===== config.mk =====
export PLATFORM = sky130hd
export DESIGN_NAME = tiny_risc_decode_execute_flat
export DESIGN_NICKNAME = d
export VERILOG_FILES = /design/src/rtl/core/trde_pkg.sv /design/src/rtl/core/trde_if.sv /design/src/rtl/core/trde_ram.sv /design/src/rtl/core/tiny_risc_decode_execute.sv /design/src/flat_wrapper.sv
export SDC_FILE = /design/constraint.sdc
export NUM_CORES = 1
export LEC_CHECK = 0
export ABC_AREA = 1
export BUFFER_PORTS_ARGS = -buffer_cell sky130_fd_sc_hd__clkbuf_2
export CORE_UTILIZATION = 30
export CTS_CLUSTER_SIZE = 10
export DETAILED_ROUTE_END_ITERATION = 8
export PLACE_DENSITY_LB_ADDON = 0.3
export SKIP_LAST_GASP = 1
export SYNTH_ARGS = -nofsm -noshare
export SYNTH_HDL_FRONTEND = slang
export SYNTH_SLANG_ARGS = --single-unit

===== constraint.sdc =====
create_clock -name clk -period 4 [get_ports clk]
set_input_delay 0.4 -clock clk [delete_from_list [all_inputs] [get_ports clk]]
set_output_delay 0.4 -clock clk [all_outputs]
set_load 0.05 [all_outputs]

===== src/rtl/core/trde_pkg.sv =====
`timescale 1ns / 1ps
`default_nettype none
// ----------------------------------------------------------------------------
// trde_pkg
// Shared widths, field positions, opcode and ALU codes for the tiny RISC
// decode and execute block.
// ----------------------------------------------------------------------------
package trde_pkg;

    // widths
    localparam int INSTR_W      = 16;
    localparam int DATA_W       = 32;
    localparam int REG_FIELD_W  = 3;
    localparam int OPCODE_W     = 4;
    localparam int FUNCT_W      = 3;
    localparam int IMM_W        = 6;
    localparam int KIND_W       = 2;
    localparam int NUM_REGS_DEF = 8;

    // field positions in the instruction word
    localparam int OPCODE_LSB = 12;
    localparam int RS_LSB     = 9;
    localparam int RT_LSB     = 6;
    localparam int RD_LSB     = 3;

    // opcodes with a fixed meaning
    localparam logic [OPCODE_W-1:0] OPC_RTYPE = 4'h0;
    localparam logic [OPCODE_W-1:0] OPC_JMP0  = 4'h2;
    localparam logic [OPCODE_W-1:0] OPC_JMP1  = 4'h3;

    // ALU operation codes
    localparam logic [OPCODE_W-1:0] ALU_ADD = 4'h0;
    localparam logic [OPCODE_W-1:0] ALU_SUB = 4'h1;
    localparam logic [OPCODE_W-1:0] ALU_AND = 4'h2;
    localparam logic [OPCODE_W-1:0] ALU_OR  = 4'h3;

    // decoded instruction format
    typedef enum logic [KIND_W-1:0] {
        KIND_R = 2'd0,
        KIND_I = 2'd1,
        KIND_J = 2'd2
    } instr_kind_t;

endpackage : trde_pkg
`default_nettype wire


===== src/rtl/core/trde_if.sv =====
`timescale 1ns / 1ps
`default_nettype none
// ----------------------------------------------------------------------------
// trde channel interfaces
// Valid/ready channels for instruction beats in and result beats out.
// ----------------------------------------------------------------------------
interface trde_in_if;
    logic                           valid;
    logic                           ready;
    logic [trde_pkg::INSTR_W-1:0]   instruction_word;

    modport source (output valid, output instruction_word, input ready);
    modport sink   (input valid, input instruction_word, output ready);
endinterface : trde_in_if

interface trde_out_if;
    logic                               valid;
    logic                               ready;
    logic [trde_pkg::KIND_W-1:0]        instr_kind;
    logic                               did_write;
    logic [trde_pkg::REG_FIELD_W-1:0]   dest_reg;
    logic signed [trde_pkg::DATA_W-1:0] write_value;
    logic                               bad_alu_op;

    modport source (output valid, output instr_kind, output did_write, output dest_reg,
                    output write_value, output bad_alu_op, input ready);
    modport sink   (input valid, input instr_kind, input did_write, input dest_reg,
                    input write_value, input bad_alu_op, output ready);
endinterface : trde_out_if
`default_nettype wire


===== src/rtl/core/trde_ram.sv =====
`timescale 1ns / 1ps
`default_nettype none
// ----------------------------------------------------------------------------
// trde_ram
// Generic simple dual-port RAM: one write port, one read port with a
// registered read and read enable. Read during write returns old data.
// ----------------------------------------------------------------------------
module trde_ram #(
    parameter int WIDTH = trde_pkg::DATA_W,
    parameter int DEPTH = trde_pkg::NUM_REGS_DEF,
    localparam int AW   = (DEPTH > 1) ? $clog2(DEPTH) : 1
) (
    input  wire logic             clk,
    input  wire logic             wr_en,
    input  wire logic [AW-1:0]    wr_addr,
    input  wire logic [WIDTH-1:0] wr_data,
    input  wire logic             rd_en,
    input  wire logic [AW-1:0]    rd_addr,
    output logic      [WIDTH-1:0] rd_data
);

    logic [WIDTH-1:0] mem [DEPTH];

    // write port
    always_ff @(posedge clk)
    begin
        if (wr_en)
        begin
            mem[wr_addr] <= wr_data;
        end
    end

    // registered read port
    always_ff @(posedge clk)
    begin
        if (rd_en)
        begin
            rd_data <= mem[rd_addr];
        end
    end

endmodule : trde_ram
`default_nettype wire


===== src/rtl/core/tiny_risc_decode_execute.sv =====
`timescale 1ns / 1ps
`default_nettype none
// ----------------------------------------------------------------------------
// tiny_risc_decode_execute
// Decodes 16-bit instructions, reads an eight-entry register file held in
// two mirrored RAMs, runs a four-operation ALU and writes the result back.
// ----------------------------------------------------------------------------
//  channel  | dir | beat contents
//  ---------+-----+-----------------------------------------------------------
//  in_ch    | in  | instruction_word
//  out_ch   | out | instr_kind, did_write, dest_reg, write_value, bad_alu_op
//
//  one instruction per cycle sustained while the output does not stall; the
//  input beat is registered with its RAM read, then the ALU result is written
//  back and into the output register. A write back at the same edge as the next
//  read is forwarded. Reset clears the per-register valid bits, so an unwritten
//  register reads as zero at once; no clearing pass. A stalled output holds the
//  result and the execute stage; input stalls only when both are full.
// ----------------------------------------------------------------------------
module tiny_risc_decode_execute #(
    parameter int NUM_REGS = trde_pkg::NUM_REGS_DEF
) (
    input  wire logic   clk,
    input  wire logic   rst_n,
    trde_in_if.sink     in_ch,
    trde_out_if.source  out_ch
);

    localparam int IDX_W  = (NUM_REGS > 1) ? $clog2(NUM_REGS) : 1;
    localparam int DW     = trde_pkg::DATA_W;
    localparam int IW     = trde_pkg::INSTR_W;

    // input fields used for the register read
    logic [IDX_W-1:0] in_rs_idx;
    logic [IDX_W-1:0] in_rt_idx;
    logic             in_fire;

    // execute stage
    logic             s1_vld_reg;
    logic             s1_vld_next;
    logic [IW-1:0]    s1_word_reg;
    logic             a_byp_reg;
    logic             b_byp_reg;
    logic             a_live_reg;
    logic             b_live_reg;
    logic [DW-1:0]    byp_val_reg;
    logic [DW-1:0]    ram_a_data;
    logic [DW-1:0]    ram_b_data;

    // register valid bits
    logic [NUM_REGS-1:0] rv_reg;
    logic [NUM_REGS-1:0] rv_next;

    // output register
    logic                              out_vld_reg;
    logic                              out_vld_next;
    trde_pkg::instr_kind_t             out_kind_reg;
    logic                              out_wr_reg;
    logic [trde_pkg::REG_FIELD_W-1:0]  out_dest_reg;
    logic [DW-1:0]                     out_val_reg;
    logic                              out_bad_reg;

    // execute results
    logic [trde_pkg::OPCODE_W-1:0]     opcode;
    logic [trde_pkg::OPCODE_W-1:0]     alu_op;
    trde_pkg::instr_kind_t             kind;
    logic [trde_pkg::REG_FIELD_W-1:0]  dest;
    logic [DW-1:0]                     opnd_a;
    logic [DW-1:0]                     opnd_rt;
    logic [DW-1:0]                     opnd_b;
    logic [DW-1:0]                     alu_val;
    logic                              alu_bad;
    logic                              wrote;
    logic                              advance;
    logic                              wr_en;
    logic [IDX_W-1:0]                  wr_idx;

    // handshake
    assign advance   = s1_vld_reg && (!out_vld_reg || out_ch.ready);
    assign in_ch.ready = !s1_vld_reg || advance;
    assign in_fire   = in_ch.valid && in_ch.ready;
    assign in_rs_idx = in_ch.instruction_word[trde_pkg::RS_LSB +: IDX_W];
    assign in_rt_idx = in_ch.instruction_word[trde_pkg::RT_LSB +: IDX_W];

    // register file, one copy per read port
    trde_ram #(.WIDTH(DW), .DEPTH(NUM_REGS)) u_ram_a (
        .clk     (clk),
        .wr_en   (wr_en),
        .wr_addr (wr_idx),
        .wr_data (alu_val),
        .rd_en   (in_fire),
        .rd_addr (in_rs_idx),
        .rd_data (ram_a_data)
    );

    trde_ram #(.WIDTH(DW), .DEPTH(NUM_REGS)) u_ram_b (
        .clk     (clk),
        .wr_en   (wr_en),
        .wr_addr (wr_idx),
        .wr_data (alu_val),
        .rd_en   (in_fire),
        .rd_addr (in_rt_idx),
        .rd_data (ram_b_data)
    );

    // decode
    always_comb
    begin
        opcode = s1_word_reg[trde_pkg::OPCODE_LSB +: trde_pkg::OPCODE_W];
        unique case (opcode) inside
            trde_pkg::OPC_RTYPE:
            begin
                kind = trde_pkg::KIND_R;
            end
            trde_pkg::OPC_JMP0, trde_pkg::OPC_JMP1:
            begin
                kind = trde_pkg::KIND_J;
            end
            default:
            begin
                kind = trde_pkg::KIND_I;
            end
        endcase
    end

    // operand select with forwarding and unwritten-register zero
    always_comb
    begin
        if (a_byp_reg)
            opnd_a = byp_val_reg;
        else if (a_live_reg)
            opnd_a = ram_a_data;
        else
            opnd_a = '0;

        if (b_byp_reg)
            opnd_rt = byp_val_reg;
        else if (b_live_reg)
            opnd_rt = ram_b_data;
        else
            opnd_rt = '0;

        if (kind == trde_pkg::KIND_R)
        begin
            alu_op = {1'b0, s1_word_reg[trde_pkg::FUNCT_W-1:0]};
            opnd_b = opnd_rt;
            dest   = s1_word_reg[trde_pkg::RD_LSB +: trde_pkg::REG_FIELD_W];
        end
        else
        begin
            alu_op = opcode;
            opnd_b = {{(DW-trde_pkg::IMM_W){1'b0}}, s1_word_reg[trde_pkg::IMM_W-1:0]};
            dest   = s1_word_reg[trde_pkg::RT_LSB +: trde_pkg::REG_FIELD_W];
        end
    end

    // ALU
    always_comb
    begin
        alu_bad = 1'b0;
        unique case (alu_op)
            trde_pkg::ALU_ADD: alu_val = opnd_a + opnd_b;
            trde_pkg::ALU_SUB: alu_val = opnd_a - opnd_b;
            trde_pkg::ALU_AND: alu_val = opnd_a & opnd_b;
            trde_pkg::ALU_OR:  alu_val = opnd_a | opnd_b;
            default:
            begin
                alu_val = '0;
                alu_bad = 1'b1;
            end
        endcase
    end

    // write back
    assign wrote  = (kind != trde_pkg::KIND_J);
    assign wr_en  = advance && wrote;
    assign wr_idx = dest[IDX_W-1:0];

    always_comb
    begin
        rv_next = rv_reg;
        if (wr_en)
        begin
            rv_next[wr_idx] = 1'b1;
        end
    end

    // stage valids
    always_comb
    begin
        s1_vld_next = s1_vld_reg;
        if (in_fire)
            s1_vld_next = 1'b1;
        else if (advance)
            s1_vld_next = 1'b0;

        out_vld_next = out_vld_reg;
        if (advance)
            out_vld_next = 1'b1;
        else if (out_ch.ready)
            out_vld_next = 1'b0;
    end

    // control registers
    always_ff @(posedge clk or negedge rst_n)
    begin
        if (!rst_n)
        begin
            s1_vld_reg  <= 1'b0;
            out_vld_reg <= 1'b0;
            rv_reg      <= '0;
        end
        else
        begin
            s1_vld_reg  <= s1_vld_next;
            out_vld_reg <= out_vld_next;
            rv_reg      <= rv_next;
        end
    end

    // execute stage payload, bypass captured against the write at this edge
    always_ff @(posedge clk)
    begin
        if (in_fire)
        begin
            s1_word_reg <= in_ch.instruction_word;
            a_byp_reg   <= wr_en && (wr_idx == in_rs_idx);
            b_byp_reg   <= wr_en && (wr_idx == in_rt_idx);
            a_live_reg  <= rv_reg[in_rs_idx];
            b_live_reg  <= rv_reg[in_rt_idx];
            byp_val_reg <= alu_val;
        end
    end

    // output payload
    always_ff @(posedge clk)
    begin
        if (advance)
        begin
            out_kind_reg <= kind;
            out_wr_reg   <= wrote;
            out_dest_reg <= wrote ? dest : '0;
            out_val_reg  <= wrote ? alu_val : '0;
            out_bad_reg  <= wrote && alu_bad;
        end
    end

    assign out_ch.valid       = out_vld_reg;
    assign out_ch.instr_kind  = out_kind_reg;
    assign out_ch.did_write   = out_wr_reg;
    assign out_ch.dest_reg    = out_dest_reg;
    assign out_ch.write_value = $signed(out_val_reg);
    assign out_ch.bad_alu_op  = out_bad_reg;

endmodule : tiny_risc_decode_execute
`default_nettype wire


===== src/flat_wrapper.sv =====
// flat-port wrapper written by rule: the top's interface ports become plain ports
module tiny_risc_decode_execute_flat 
#(
    parameter int NUM_REGS = trde_pkg::NUM_REGS_DEF
)
  (clk, rst_n, in_ch_valid, in_ch_instruction_word, in_ch_ready, out_ch_valid, out_ch_instr_kind, out_ch_did_write, out_ch_dest_reg, out_ch_write_value, out_ch_bad_alu_op, out_ch_ready);
  trde_in_if in_ch_i ();
  trde_out_if out_ch_i ();
  input  wire logic clk;
  input  wire logic rst_n;
  input wire logic [$bits(in_ch_i.valid)-1:0] in_ch_valid;
  input wire logic [$bits(in_ch_i.instruction_word)-1:0] in_ch_instruction_word;
  output wire logic [$bits(in_ch_i.ready)-1:0] in_ch_ready;
  output wire logic [$bits(out_ch_i.valid)-1:0] out_ch_valid;
  output wire logic [$bits(out_ch_i.instr_kind)-1:0] out_ch_instr_kind;
  output wire logic [$bits(out_ch_i.did_write)-1:0] out_ch_did_write;
  output wire logic [$bits(out_ch_i.dest_reg)-1:0] out_ch_dest_reg;
  output wire logic [$bits(out_ch_i.write_value)-1:0] out_ch_write_value;
  output wire logic [$bits(out_ch_i.bad_alu_op)-1:0] out_ch_bad_alu_op;
  input wire logic [$bits(out_ch_i.ready)-1:0] out_ch_ready;
  assign in_ch_i.valid = in_ch_valid;
  assign in_ch_i.instruction_word = in_ch_instruction_word;
  assign in_ch_ready = in_ch_i.ready;
  assign out_ch_valid = out_ch_i.valid;
  assign out_ch_instr_kind = out_ch_i.instr_kind;
  assign out_ch_did_write = out_ch_i.did_write;
  assign out_ch_dest_reg = out_ch_i.dest_reg;
  assign out_ch_write_value = out_ch_i.write_value;
  assign out_ch_bad_alu_op = out_ch_i.bad_alu_op;
  assign out_ch_i.ready = out_ch_ready;
  tiny_risc_decode_execute #(.NUM_REGS(NUM_REGS)) u_core (.clk(clk), .rst_n(rst_n), .in_ch(in_ch_i), .out_ch(out_ch_i));
endmodule

# After elaboration in Yosys (flattened, before gate mapping)
# Memories as Yosys holds them, arrays and structs flattened. A register that Yosys moved wholly into a read port is not among the register bits.
# Index checks and enable logic that the tools add are counted.
[classes]
n_addsub = 2
n_mul = 0
div = 0
order_cmp = 4
n_eq_ne = 8
n_shift = 0
n_mux = 22
bitwise_logic = 3
reduce_logical = 18
[op_table]
columns = ["cell", "n"]
rows = [
  ["$mux W32", 5],
  ["$pmux W32 S4", 1],
  ["$add A32 B32 Y32", 1],
  ["$and A32 B32 Y32", 1],
  ["$or A32 B32 Y32", 1],
  ["$sub A32 B32 Y32", 1],
  ["$eq A4 B2 Y1 const B", 4],
  ["$lt A3 B4 Y1 const B", 3],
  ["$mux W1", 10],
  ["$logic_not A4 Y1", 2],
  ["$or A8 B8 Y8", 1],
  ["$logic_and A1 B1 Y1", 7],
  ["$bmux W1 S3", 2],
  ["$eq A3 B3 Y1", 2],
  ["$eq A4 B1 Y1 const B", 1],
  ["$mux W4", 1],
  ["$pmux W2 S2", 1],
  ["$reduce_bool A2 Y1", 2],
  ["$reduce_or A4 Y1", 1],
  ["$demux W1 S3", 1],
  ["$ge A3 B1 Y1 const B", 1],
  ["$mux W3", 1],
  ["$logic_not A1 Y1", 2],
  ["$logic_not A2 Y1", 1],
  ["3 further kinds", 4],
]
[totals]
regBits = 101
latch_bits = 0
ram_bits = 512
mem_bits_ro = 0
out_inout_bits = 41
wordCells = 73
memories = 2
[mem_list]
columns = ["memory", "depth", "word_bits", "read_ports", "rd_clocked_by_memory_dff", "write_ports", "line_no", "source"]
rows = [
  ["u_core.u_ram_a.mem", 8, 32, 1, 1, 1, "trde_ram.sv:22", "logic [WIDTH-1:0] mem [DEPTH];"],
  ["u_core.u_ram_b.mem", 8, 32, 1, 1, 1, "trde_ram.sv:22", ""],
]

# Longest topological paths before layout
[logic_depth]
ltp_word = 10
mapped_depth = 28
mapped_depth_nobuf = 26

# Cells and area by module
# Synthesis repeated with hierarchy kept, for this count alone.
[unflattened]
hier_cells = 3449
hier_area_um2 = 32615.0
[modules_own_cells]
columns = ["mod", "n_inst", "cells_each", "area_each_um2", "seq_area_each_um2"]
rows = [
  ["trde_ram", 2, 1156, 12192.9, 8648.3],
  ["tiny_risc_decode_execute", 1, 1137, 8229.1, 2892.8],
]

# Worst setup path after synthesis
# OpenSTA, ideal clock, no wires.
[synth_path]
path_type = "reg2reg"
start = "register u_core.out_vld_reg (netlist: u_core.out_ch.valid)"
end = "register u_core.a_byp_reg, enable pin"
setup_time_ps = 466
arrival_time_ps = 3400
t_required_ps = 3534
setup_slack_ps = 134
stages_incl_launch_ff = 4
period_less_slack_ps = 3866
path_cell_list = "dfrtp_1 > nand3_1 > nand2_1 > inv_1"
[synth_between]
elab_chain_len = 5
[synth_lines]
columns = ["item", "line_no", "source"]
rows = [
  ["start, declared", "tiny_risc_decode_execute.sv:55", "logic out_vld_reg;"],
  ["start signal, assigned", "tiny_risc_decode_execute.sv:216", "out_vld_reg <= out_vld_next;"],
  ["$logic_not A1 Y1", "tiny_risc_decode_execute.sv:79", "assign advance = s1_vld_reg && (!out_vld_reg || out_ch.ready);"],
  ["$logic_or A1 B1 Y1", "tiny_risc_decode_execute.sv:79", ""],
  ["$logic_and A1 B1 Y1", "tiny_risc_decode_execute.sv:79", ""],
  ["$logic_or A1 B1 Y1", "tiny_risc_decode_execute.sv:80", "assign in_ch.ready = !s1_vld_reg || advance;"],
  ["net in_ch_ready", "flat_wrapper.sv:13", "output wire logic [$bits(in_ch_i.ready)-1:0] in_ch_ready;"],
  ["$logic_and A1 B1 Y1", "tiny_risc_decode_execute.sv:81", "assign in_fire = in_ch.valid && in_ch.ready;"],
  ["net u_core.in_fire", "tiny_risc_decode_execute.sv:36", "logic in_fire;"],
  ["end signal, assigned", "tiny_risc_decode_execute.sv:227", "a_byp_reg <= wr_en && (wr_idx == in_rs_idx);"],
  ["end, declared", "tiny_risc_decode_execute.sv:42", "logic a_byp_reg;"],
]
# The timed path passes the listed nets, and every way through them passes these cells.
# A chain may end at the register's enable or synchronous reset.

# Final worst setup path
[layout_path]
start = "register u_core.b_live_reg"
end = "register u_core.byp_val_reg[31], data pin"
[layout_between]
elab_chain_len = 5
word_cells_on_any_way = 8
classes_between = "2 x add/sub; 4 x mux; 2 x bitwise"
[layout_lines]
columns = ["item", "line_no", "source"]
rows = [
  ["start, declared", "tiny_risc_decode_execute.sv:45", "logic b_live_reg;"],
  ["start signal, assigned", "tiny_risc_decode_execute.sv:230", "b_live_reg <= rv_reg[in_rt_idx];"],
  ["$mux W32 *", "tiny_risc_decode_execute.sv:138", "else if (b_live_reg)"],
  ["$mux W32 *", "tiny_risc_decode_execute.sv:136", "if (b_byp_reg)"],
  ["$mux W32 *", "tiny_risc_decode_execute.sv:143", "if (kind == trde_pkg::KIND_R)"],
  ["$sub A32 B32 Y32, or another cell as far along", "tiny_risc_decode_execute.sv:163", "trde_pkg::ALU_SUB: alu_val = opnd_a - opnd_b;"],
  ["$pmux W32 S4 *", "tiny_risc_decode_execute.sv:161", "unique case (alu_op)"],
  ["net u_core.alu_val[31]", "tiny_risc_decode_execute.sv:71", "logic [DW-1:0] alu_val;"],
  ["end signal, assigned", "tiny_risc_decode_execute.sv:231", "byp_val_reg <= alu_val;"],
  ["end, declared", "tiny_risc_decode_execute.sv:46", "logic [DW-1:0] byp_val_reg;"],
]
# The timed path passes the listed nets; every way through them passes the cells marked *.

==> flow_summary.toml <==
[cts]
numCtsBuffers = 48
clockBufferDepth = 3
worst_skew_pair.late_latency_ns = 0.60
clkSinkCount = 418
root_buffer = "clkbuf_16"
cts_tree = "done"
htreeDepth = 2
clkSlewWorstSetupHoldPaths_ns = 0.05

[timing]
setup_violations = 0
slew-limit-headroom_pct = 33.7
slew_viol_final = 0
period_share_pct = 99.7
finalCriticalPeriod_ns = 3.99
worstMarginPinSlew_ns = 0.991
fin_skew_ns = 0.0142
finalHoldViolations = 0
rsz0062_at_grt = "true"
fin_ws_ns = 0.0109
clock.fmax_mhz = 251

[setup_path]
r2r-end = "u_core.byp_val_reg[31]"
crit_top_cell = "nand2_1"
worst_setup_path_end_kind = "register"
cp_slowest_stage_delay_ns = 0.41
rr_startpoint = "u_core.b_live_reg"
rr_worst_depth = 26
rrSetupSlack_ns = 0.01
crit_required_ns = 4.34
path_max_fanout = 9
criticalPathCategory = "reg -> reg"
cp_data_arrival_time_ns = 4.33
cp-start-kind = "register"
critPathSlowestCell = "edfxtp_1"

[layout]
utilization_pct = 38.1
fill_cells = 7103
multi_input_area_mm2 = 0.00922
final_cell_mix = "edfxtp_1 (408), nand2_1 (323), o21ai_0 (296)"
design_area_mm2 = 0.0278
area_growth_pct = 25.9
largest_register = "u_core.u_ram_b.mem"
fin_cells = 3573
final_nets = 2645
drive_gt1_share_pct = 24.2
regArea_mm2 = 0.0125
final_common_cell = "edfxtp_1"
largest_reg_flops = 256

[job]
maxCapViolations = 0

[logic_synthesis]
syn_area_mm2 = 0.0221
ys_ff_latch = 418
syn-num-nets = 2398
yosysWarnings = 0
synthFlopType = "edfxtp_1"
synthArstFlopShare_pct = 2.39
syn_area_per_cell_um2 = 9.43
synthDistinctLibCells = 53
synthCells = 2343
seq_area_frac_synth_pct = 56.6
synth_edf_count = 408

[grt]
gr-total-overflow = 0
antenna_found_initial = 4
grt_pass1_vias = 17975
grt_max_degree = 94
grt_pass1_wl_um = 107000
grt_usage_pct = 18.6

[detailed_routing]
final_antenna_net_count = 0
viasPerCell = 5.23
wire_per_inst_um = 20.5
drc = 0
drt-pass1-iter-count = 5
drt_iter0_markers = 1644
routed_wirelength_um = 73200
num_vias = 18686

[die]
core_area_mm2 = 0.0730
row_count = 99
die_area_mm2 = 0.0747
die_x_um = 273
io_pins = 61
start_util_pct = 30.3
die_h_um = 273

[placed_design]
post-place-ws_ns = -0.431
hpwl_um = 47500
numPortBuffers = 60
routabilityCongestion = 0.895
dpl_cell_area_mm2 = 0.0248
place_inst = 3446

[power_and_ir_drop]
ir_drop_mv = 0.316
p_leak_nw = 11.0
p_per_area_mw_per_mm2 = 418
total_power_mw = 11.6

[min_path]
worstHoldStart = "out_ch_ready"
hold_path_depth = 4
hold_path.class = "in -> reg"
whs_endpoint = "u_core.out_ch.valid"

[run_status]
status = "completed"
-- worst max-delay path: cells and delay by family, from the launching register on --
kind | cells | cell delay, ns
AO/OA/AOI/OAI | 6 | 0.81
XOR/XNOR | 1 | 0.16
adder cells (fa/ha/maj) | 2 | 0.52
buffers and inverters | 4 | 0.53
flip-flops | 1 | 0.41
AND/OR/NAND/NOR | 13 | 1.29
-- layer usage --
metal	up-vias	share of wire (%)	GRT usage, %
met5	-	0.030	0
met4	4	3.4	7.17
met3	173	6.6	2.26
met2	693	48	31.8
met1	9058	42	23.9
li1	8758	-	-
-- worst max-delay path by stage --
stage | from | end | cells after the start
detailed placement | u_core.b_byp_reg | u_core.u_ram_b.mem[1][20] | 25
CTS | u_core.s1_word_reg[12] | u_core.u_ram_b.mem[7][24] | 21
global route | u_core.b_byp_reg | u_core.u_ram_b.mem[6][25] | 25
finish | u_core.b_live_reg | u_core.byp_val_reg[31] | 26
global placement | u_core.b_byp_reg | u_core.u_ram_b.mem[6][24] | 23
floorplan | u_core.out_ch.valid | u_core.a_byp_reg | 3
-- per-stage QoR --
stage	TNS, ns	hold WS, ns
finish	0	0.0734
global route	-19.30	0.0565
CTS	-0.258	0.0463
detailed placement	-31.50	0.319
global placement	-23.88	0.315
floorplan	0	0.104
-- cell usage after synthesis (all sizes together), types with 2 or more instances --
cell type / instances / share of area, %
nand3: 59 / 1.4
nand2: 392 / 6.9
a22o: 3 / 0.12
a22oi: 29 / 0.99
o211ai: 71 / 2.4
o21bai: 4 / 0.14
o21ai: 335 / 7.7
nor4: 3 / 0.11
buf: 21 / 0.71
nand4: 7 / 0.20
a31oi: 92 / 2.7
clkinv: 4 / 0.068
xnor2: 4 / 0.16
inv: 251 / 4.3
or2: 17 / 0.48
xor2: 29 / 1.1
a21o: 5 / 0.17
o21a: 2 / 0.068
a21oi: 242 / 5.6
and2: 2 / 0.057
clkbuf: 110 / 1.9
nor3: 11 / 0.25
nand3b: 2 / 0.068
dfrtp: 10 / 1.1
nor2: 187 / 3.5
ha: 34 / 1.9
edfxtp: 408 / 55
a2111oi: 2 / 0.085
-- final cells by class --
type,instances,share of cell area [%]
Sequential cell,418,45.0
Multi-Input combinational cell,1543,33.1
Timing Repair Buffer,323,9.14
Clock buffer,68,4.62
Tap cell,959,4.31
Inverter,255,3.50
Clock inverter,4,0.270
Timing Repair inverter,1,0.0270
Antenna cell,2,0.0180
-- what timing repair did --
action,CTS,global route
hold buffers,11,0
buffers inserted,6,24
pin swaps,9,75
endpoints found under the hold margin,20,0
gates resized for setup,69,247
setup endpoints to repair,172,263
cloned,1,11
-- cells by family after synthesis --
| kind of cell | share of synthesized area, % |
|---|---|
| buffers and inverters | 6.93 |
| flip-flops | 56.6 |
| AO/OA/AOI/OAI | 20.2 |
| AND/OR/NAND/NOR | 12.9 |
| adder cells (fa/ha/maj) | 2.02 |
| multiplexers | 0.0623 |
| XOR/XNOR | 1.31 |
-- report_power, final --
group / leakage [nW] / switching (mW) / internal [mW]
combinational: 6.36 / 1.55 / 0.791
sequential: 3.97 / 0.125 / 5.15
clock: 0.656 / 1.74 / 2.28
(Power assumes the default switching activity.)
